<file path="src/hdl/ocd_pkg.sv">
// Shared types and constants for the object record checksum deframer.
package ocd_pkg;

	localparam int unsigned HeaderBytes = 3;

	typedef enum logic [1:0] {
		PH_TYPE   = 2'd0,
		PH_LEN_LO = 2'd1,
		PH_LEN_HI = 2'd2,
		PH_BODY   = 2'd3
	} phase_t;

	typedef enum logic [2:0] {
		ROLE_TYPE    = 3'd0,
		ROLE_LEN_LO  = 3'd1,
		ROLE_LEN_HI  = 3'd2,
		ROLE_PAYLOAD = 3'd3,
		ROLE_CHECK   = 3'd4
	} role_t;

	typedef struct packed {
		logic [7:0] byte_out;
		logic [7:0] record_kind;
		role_t      byte_role;
		logic       record_end;
		logic       checksum_bad;
		logic       length_bad;
	} rec_t;

endpackage

</file>
<file path="src/hdl/ocd_parser.sv">
// Record framing state machine: tags each accepted byte and tracks the checksum.
module ocd_parser
	import ocd_pkg::*;
(
	input  logic       clk,
	input  logic       arst_n,
	input  logic       fire,
	input  logic [7:0] data_byte,
	output rec_t       res
);

	phase_t      phase_q, phase_d;
	logic [15:0] remain_q, remain_d;
	logic [7:0]  sum_q, sum_d;
	logic [7:0]  kind_q, kind_d;
	logic [7:0]  len_lo_q;

	logic [15:0] len_full;
	logic [15:0] remain_dec;
	logic [7:0]  sum_add;

	assign len_full   = {data_byte, len_lo_q};
	assign remain_dec = (remain_q != 16'd0) ? remain_q - 16'd1 : 16'd0;
	assign sum_add    = sum_q + data_byte;

	// Next state.
	always_comb begin
		phase_d  = phase_q;
		remain_d = remain_q;
		sum_d    = sum_add;
		kind_d   = kind_q;
		unique case (phase_q)
			PH_TYPE: begin
				kind_d  = data_byte;
				sum_d   = data_byte;
				phase_d = PH_LEN_LO;
			end
			PH_LEN_LO: begin
				phase_d = PH_LEN_HI;
			end
			PH_LEN_HI: begin
				remain_d = len_full;
				phase_d  = (len_full == 16'd0) ? PH_TYPE : PH_BODY;
			end
			PH_BODY: begin
				remain_d = remain_dec;
				if (remain_dec == 16'd0) begin
					phase_d = PH_TYPE;
				end
			end
			default: phase_d = PH_TYPE;
		endcase
	end

	// Outputs for the byte being accepted.
	always_comb begin
		res.byte_out     = data_byte;
		res.record_kind  = kind_q;
		res.byte_role    = ROLE_TYPE;
		res.record_end   = 1'b0;
		res.checksum_bad = 1'b0;
		res.length_bad   = 1'b0;
		unique case (phase_q)
			PH_TYPE: begin
				res.record_kind = data_byte;
			end
			PH_LEN_LO: begin
				res.byte_role = ROLE_LEN_LO;
			end
			PH_LEN_HI: begin
				res.byte_role  = ROLE_LEN_HI;
				res.record_end = (len_full == 16'd0);
				res.length_bad = (len_full == 16'd0);
			end
			PH_BODY: begin
				if (remain_dec == 16'd0) begin
					res.byte_role    = ROLE_CHECK;
					res.record_end   = 1'b1;
					res.checksum_bad = (sum_add != 8'd0);
				end else begin
					res.byte_role = ROLE_PAYLOAD;
				end
			end
			default: res.byte_role = ROLE_TYPE;
		endcase
	end

	always_ff @(posedge clk or negedge arst_n) begin
		if (!arst_n) begin
			phase_q  <= PH_TYPE;
			remain_q <= 16'd0;
			sum_q    <= 8'd0;
			kind_q   <= 8'd0;
			len_lo_q <= 8'd0;
		end else if (fire) begin
			phase_q  <= phase_d;
			remain_q <= remain_d;
			sum_q    <= sum_d;
			kind_q   <= kind_d;
			if (phase_q == PH_LEN_LO) begin
				len_lo_q <= data_byte;
			end
		end
	end

endmodule

</file>
<file path="config.mk">
export PLATFORM = sky130hd
export DESIGN_NAME = ocd_parser
export DESIGN_NICKNAME = d
export VERILOG_FILES = /design/src/hdl/ocd_pkg.sv /design/src/hdl/ocd_parser.sv
export SDC_FILE = /design/constraint.sdc
export NUM_CORES = 1
export LEC_CHECK = 0
export BUFFER_PORTS_ARGS = -buffer_cell sky130_fd_sc_hd__buf_2
export CORE_MARGIN = 2
export CORE_UTILIZATION = 29
export CTS_BUF_LIST = sky130_fd_sc_hd__clkbuf_16
export DETAILED_ROUTE_END_ITERATION = 6
export SYNTH_ARGS = -nofsm -noshare
export SYNTH_HDL_FRONTEND = slang
export SYNTH_SLANG_ARGS = --single-unit
</file>
<file path="constraint.sdc">
create_clock -name clk -period 7.9 [get_ports clk]
set_clock_uncertainty 0.05 [all_clocks]
set_input_delay 0.395 -clock clk [delete_from_list [all_inputs] [get_ports clk]]
set_output_delay 0.395 -clock clk [all_outputs]
set_load 0.01 [all_outputs]
</file>
==> results of run 1 <==
[flip-flops by register name (all words and copies together) (netlist names)]
register,count
kind_q,8
len_lo_q,8
phase_q,2
remain_q,16
sum_q,8
[power by group through the flow]
stage | combinational [mW] | clock, mW | sequential (mW)
2_1_floorplan | 0.334 | 0 | 0.374
3_3_place_gp | 0.400 | 0 | 0.399
3_5_place_dp | 0.405 | 0 | 0.401
4_1_cts | 0.408 | 0.209 | 0.399
5_1_grt | 0.468 | 0.218 | 0.414
6_report | 0.409 | 0.202 | 0.399
[critical path: stages (launching register included)]
cell and delay (ns):
dfrtp_1 0.44, inv_1 0.11, ha_1 0.30, nor3b_2 0.68, a41oi_1 0.21, a2111oi_1 0.61, o31ai_2 0.22, nor3_4 0.25
a21boi_1 0.19, buf_2 0.15
[through the flow]
stage | util (%) | worst slack (ns) | power [mW] | hold WS (ns)
floorplan | - | 4.942 | 0.7074 | 0.04941
global placement | 31.31 | 4.468 | 0.7995 | 0.4251
detailed placement | 31.31 | 4.314 | 0.8068 | 0.4393
CTS | 32.78 | 3.996 | 1.016 | 0.2664
global route | 32.78 | 3.678 | 1.100 | 0.3170
finish | 32.78 | 3.999 | 1.010 | 0.2100
[synth_stat cells (2+ instances only)]
cell type | number | area [sq um]
xor2_1 | 2 | 17.52
inv_1 | 7 | 26.28
nor2b_1 | 2 | 12.51
nor3_1 | 8 | 40.04
a31oi_1 | 14 | 87.58
or4_1 | 2 | 15.01
a22oi_1 | 2 | 15.01
and2_1 | 4 | 25.02
nor2_1 | 45 | 168.9
a21boi_1 | 3 | 22.52
a21boi_0 | 2 | 15.01
a211oi_1 | 5 | 37.54
dfrtp_1 | 42 | 1051
ha_1 | 8 | 100.1
a21o_1 | 5 | 37.54
xnor2_1 | 5 | 43.79
clkbuf_1 | 12 | 45.04
o31ai_1 | 12 | 90.09
nor4_1 | 7 | 43.79
buf_6 | 3 | 33.78
mux2_2 | 13 | 146.4
o21a_1 | 2 | 15.01
a21oi_1 | 25 | 125.1
nand2_1 | 34 | 127.6
nor4_2 | 3 | 37.54
buf_4 | 9 | 67.56
o21ai_0 | 26 | 130.1
and3_1 | 3 | 18.77
nand4_1 | 2 | 12.51
[routing by layer]
metal / share of wire, % / vias up / wire length [microns] / global-route usage [%]
li1: - / 1241 / - / -
met1: 47 / 1254 / 3554 / 21.00
met2: 48 / 61 / 3662 / 23.70
met3: 4.2 / 4 / 320 / 2.643
met4: 0.28 / 0 / 21 / 1.641
met5: 0 / - / 0 / 0
[layout make-up]
cell class | instances | area, sq um | area share (%)
Multi-Input combinational cell | 260 | 1643 | 51.51
Sequential cell | 42 | 1051 | 32.95
Tap cell | 133 | 166.4 | 5.218
Timing Repair Buffer | 32 | 160.2 | 5.022
Clock buffer | 5 | 125.1 | 3.923
Inverter | 7 | 26.28 | 0.8239
Clock inverter | 3 | 17.52 | 0.5492
[cell families (layout without fill, tap and decap cells)]
kind of cell	after synthesis	after routing	share of synthesized area, %
adder cells (fa/ha/maj)	9	9	4.165
XOR/XNOR	7	7	2.126
flip-flops	42	42	36.44
AND/OR/NAND/NOR	122	122	21.35
AO/OA/AOI/OAI	108	108	23.90
multiplexers	14	14	5.423
buffers and inverters	33	47	6.594
[path summary, 6_finish.rpt]
path                               from     endpoint  slack [ns]  cells past startpoint
min in group clk           data_byte[0]  len_lo_q[0]        0.39                      2
max in group asynchronous        arst_n  remain_q[3]        6.98                      1
hold / removal                   arst_n  remain_q[5]        0.21                      1
setup reg to reg            remain_q[0]   phase_q[1]        4.64                      8
setup / recovery            remain_q[0]       res[1]        4.00                      9
hold reg to reg                sum_q[2]     sum_q[2]        0.45                      2
==> flow_summary_export.csv, run 1 <==
group,metric,value,unit
job,maxCapViolCount,0,
floorplanning,ios,33,
status,status,"completed",
place,port_buffers,32,
clocking,htree_levels,2,
clocking,clock_path_buffers,2,
timing,slew_viol_final,0,
layout,fill_cells,1040,
clocking,ctsResizeCount,0,
timing,relSlewSlack,35.37,%
layout,layout_commonest_cell,"nor2_1",
logic_synthesis,synth.distinct_cells,57,
power,comb_power_share,40.5,%
global_route,grt_pass1_vias,2500,
logic_synthesis,async_flop_share,100.0,%
layout,finalInstanceArea,3189,sq um
route,wl_per_cell,15.68,microns
timing,rsz0062_at_grt,"no",
power,p_per_area,316.8,nW/um^2
logic_synthesis,syn_avg_cell_area,8.609,sq um
place,dp_hpwl,5.445,mm
logic_synthesis,yosysWarningCount,0,
setup_path,worstPathRequired,7.46,ns
timing,timing.fmax,256.4,MHz
global_route,grt_first_pass_wirelength,13.05,mm
clocking,clock_sink_count,42,
logic_synthesis,syn_area,2884,sq um
timing,hold_viol,0,
logic_synthesis,ys.flop_type,"dfrtp_1",
route,drc,0,
power,p_sw_share,40.77,%
logic_synthesis,synth-seq-cells,42,
logic_synthesis,postSynthCellCount,335,
timing,layout_min_cycle_time,3.901,ns
floorplanning,die-area,10760,sq um
layout,num-nets-final,368,
clocking,clkSlewWorstSetupHoldPaths,0.06,ns
power,power_leakage,1.302,nW
route,wl,7.558,mm
global_route,grt.total_usage,14.61,%
clocking,worst_skew_pair.late_latency,0.28,ns
global_route,grt_max_degree,43,
layout,mostFrequentLayoutCells,"nor2_1 (45), dfrtp_1 (42), nand2_1 (34), buf_2 (32), o21ai_0 (26)",
power,p_int,0.5984,mW
route,initialDrtViolationCount,237,
clocking,clockRootBuffer,"clkbuf_16",
logic_synthesis,synth_edf_count,0,
power,switching_power,0.4119,mW
timing,fin_crit_sh,49.37,%
floorplanning,core_area,9729,sq um
power,power.share.clock,20.0,%
timing,tightest_slew,0.9694,ns
timing,setup_viol,0,
route,vias_per_cell,5.311,
floorplanning,start_util,29.64,%
layout,drive_gt1_share,18.05,%
route,postRouteAntennaNets,0,
power,pwr-share-seq,39.5,%
setup_path,cp_data_arrival_time,3.46,ns
min_path,worst_hold_path_type,"in -> async",
floorplanning,die_w,103.7,microns
route,first_pass_iters,5,
place,place_congestion,0.9175,
clocking,numCtsBuffers,5,
setup_path,startpoint_type,"flop",
global_route,grt-ovfl-total,0,
floorplanning,rows,36,
global_route,antenna_found_initial,0,
setup_path,path_class,"reg -> out",
timing,setup_tns,0,ns
setup_path,cp_max_fo,13,
place,dpl_cell_area,3047,sq um
place,dp.cells,474,
logic_synthesis,postSynthNetCount,355,
setup_path,cp-end-kind,"output port",
clocking,cts_tree,"built",
floorplanning,dieHeight,103.7,microns
route,via_count,2560,
clocking,hold_buffers,0,
clocking,cts_setup_buffers,0,
power,irDropWorstVdd,0.1384,mV
layout,syn2layout_area_growth,10.59,%
layout,stdcell_count,482,
logic_synthesis,seq_area_frac_synth,36.44,%
layout,diodes,0,
No activity file was read; power rests on OpenSTA's default activity.
==> run 2, diff against run 1 <==
==> constraint.sdc (replaced) <==
create_clock -name clk -period 3.25 [get_ports clk]
set_clock_uncertainty 0.05 [all_clocks]
set_input_delay 0.1625 -clock clk [delete_from_list [all_inputs] [get_ports clk]]
set_output_delay 0.1625 -clock clk [all_outputs]
set_load 0.01 [all_outputs]
==> flow_summary_export.csv, run 2 (synthesis gave the netlist of run 1 again) <==
group,metric,value,unit
global_route,grt_pass1_vias,2449,
global_route,grt_first_pass_wirelength,12.73,mm
setup_path,reg2reg_depth,9,
setup_path,crit_slowest_cell,"dfrtp_1",
global_route,grt_max_degree,43,
global_route,antenna_found_initial,0,
setup_path,slowest_delay,0.45,ns
layout,final_core_util,33.68,%
clocking,clock_sink_count,42,
setup_path,timing.rr.end,"phase_q[1]",
timing,timing.fmax,322.4,MHz
floorplanning,dieHeight,103.7,microns
place,dp.cells,480,
layout,diodes,0,
timing,hold_slack,-0.01882,ns
route,initialDrtViolationCount,191,
clocking,clockRootBuffer,"clkbuf_16",
power,total_power,2.598,mW
place,place_congestion,0.9407,
layout,finalInstanceArea,3277,sq um
setup_path,worstPathRequired,3.04,ns
power,irDropWorstVdd,0.3453,mV
layout,num-nets-final,374,
place,port_buffers,32,
clocking,clkSlewWorstSetupHoldPaths,0.06,ns
timing,rsz0062_at_grt,"no",
layout,drive_gt1_share,20.00,%
layout,mostFrequentLayoutCells,"nor2_1 (45), dfrtp_1 (42), nand2_1 (34), buf_2 (32), o21ai_0 (26)",
floorplanning,start_util,29.64,%
setup_path,cp_data_arrival_time,2.89,ns
power,p_per_area,792.8,nW/um^2
global_route,grt-ovfl-total,0,
route,drc,0,
setup_path,r2r-start,"remain_q[0]",
timing,hold_viol,42,
route,first_pass_iters,5,
timing,fin_crit_sh,95.42,%
power,power_leakage,1.341,nW
route,vias_per_cell,5.336,
floorplanning,die_w,103.7,microns
clocking,htree_levels,2,
floorplanning,core_area,9729,sq um
timing,tightest_slew,0.9699,ns
layout,largest-register,"remain_q",
layout,largest_reg_flops,16,
status,violations,"hold timing",
setup_path,path_cells,"inv_1 > ha_2 > nor3b_4 > buf_4 > and3_1 > a2111oi_2 > o31ai_2 > nor3_4 > a21boi_1 > buf_2",
layout,layout_commonest_cell,"nor2_1",
timing,setup_tns,0,ns
setup_path,r2r_slack,0.69,ns
route,postRouteAntennaNets,0,
route,wl_per_cell,16.00,microns
floorplanning,rows,36,
place,dp_hpwl,5.538,mm
clocking,cts_tree,"built",
clocking,cts_setup_buffers,0,
timing,relSlewSlack,35.34,%
floorplanning,ios,33,
setup_path,cp-end-kind,"output port",
timing,setup_viol,0,
layout,stdcell_count,488,
min_path,worst_hold_path_type,"in -> async",
clocking,worst_skew_pair.late_latency,0.29,ns
clocking,numCtsBuffers,5,
global_route,grt.total_usage,14.48,%
route,wl,7.810,mm
job,maxCapViolCount,0,
clocking,clock_path_buffers,2,
setup_path,path_class,"reg -> out",
floorplanning,die-area,10760,sq um
place,pre_cts_slack,0.1887,ns
timing,setup_slack,0.1487,ns
setup_path,startpoint_type,"flop",
layout,syn2layout_area_growth,13.62,%
timing,layout_min_cycle_time,3.101,ns
setup_path,cp_max_fo,11,
place,dpl_cell_area,3092,sq um
status,status,"finished, violations left",
route,via_count,2604,
timing,slew_viol_final,0,
## run 2: final cells by class
type	instances	area [sq um]
repair buffers	38	205.2
well taps	133	166.4
fillers	1057	6452
multi-input cells	260	1662
clock buffers	5	125.1
inverters	7	26.28
flip-flops and latches	42	1051
clock inverters	3	41.29
## run 2: metal layers
layer / GRT usage (%) / share of wire [%] / up-vias
li1: - / - / 1257
met1: 19.52 / 46 / 1252
met2: 24.50 / 47 / 88
met3: 2.517 / 5.6 / 7
met4: 2.896 / 0.82 / 0
met5: 0 / 0 / -
## run 2: worst max-delay path by stage
| stage | from | end | slack, ns |
|---|---|---|---|
| global route | remain_q[0] | res[1] | 0.02 |
| CTS | remain_q[0] | res[1] | 0.03 |
| detailed placement | remain_q[0] | res[1] | 0.19 |
| finish | remain_q[0] | res[1] | 0.15 |
| global placement | remain_q[0] | res[1] | 0.30 |
| floorplan | remain_q[0] | res[1] | 0.52 |
## run 2: critical path: cells and delay by family, from the launching register on
| kind | cells | cell delay [ns] |
|---|---|---|
| AOI/OAI and AO/OA | 3 | 0.85 |
| DFF | 1 | 0.45 |
| adders and majority gates | 1 | 0.24 |
| and+or+nand+nor | 3 | 0.62 |
| buffers and inverters | 3 | 0.43 |
## run 2: what timing repair did
item | CTS | global route
resized for setup | 1 | 3
hold buffers | 0 | 0
pin swaps | 0 | 1
setup endpoints to repair | 2 | 3
## run 2: power breakdown
part           leakage, nW  total [mW]  internal (mW)  switching [mW]
combinational        0.771        1.03          0.473           0.562
clock               0.0812       0.576          0.360           0.216
sequential           0.489       0.987          0.728           0.259
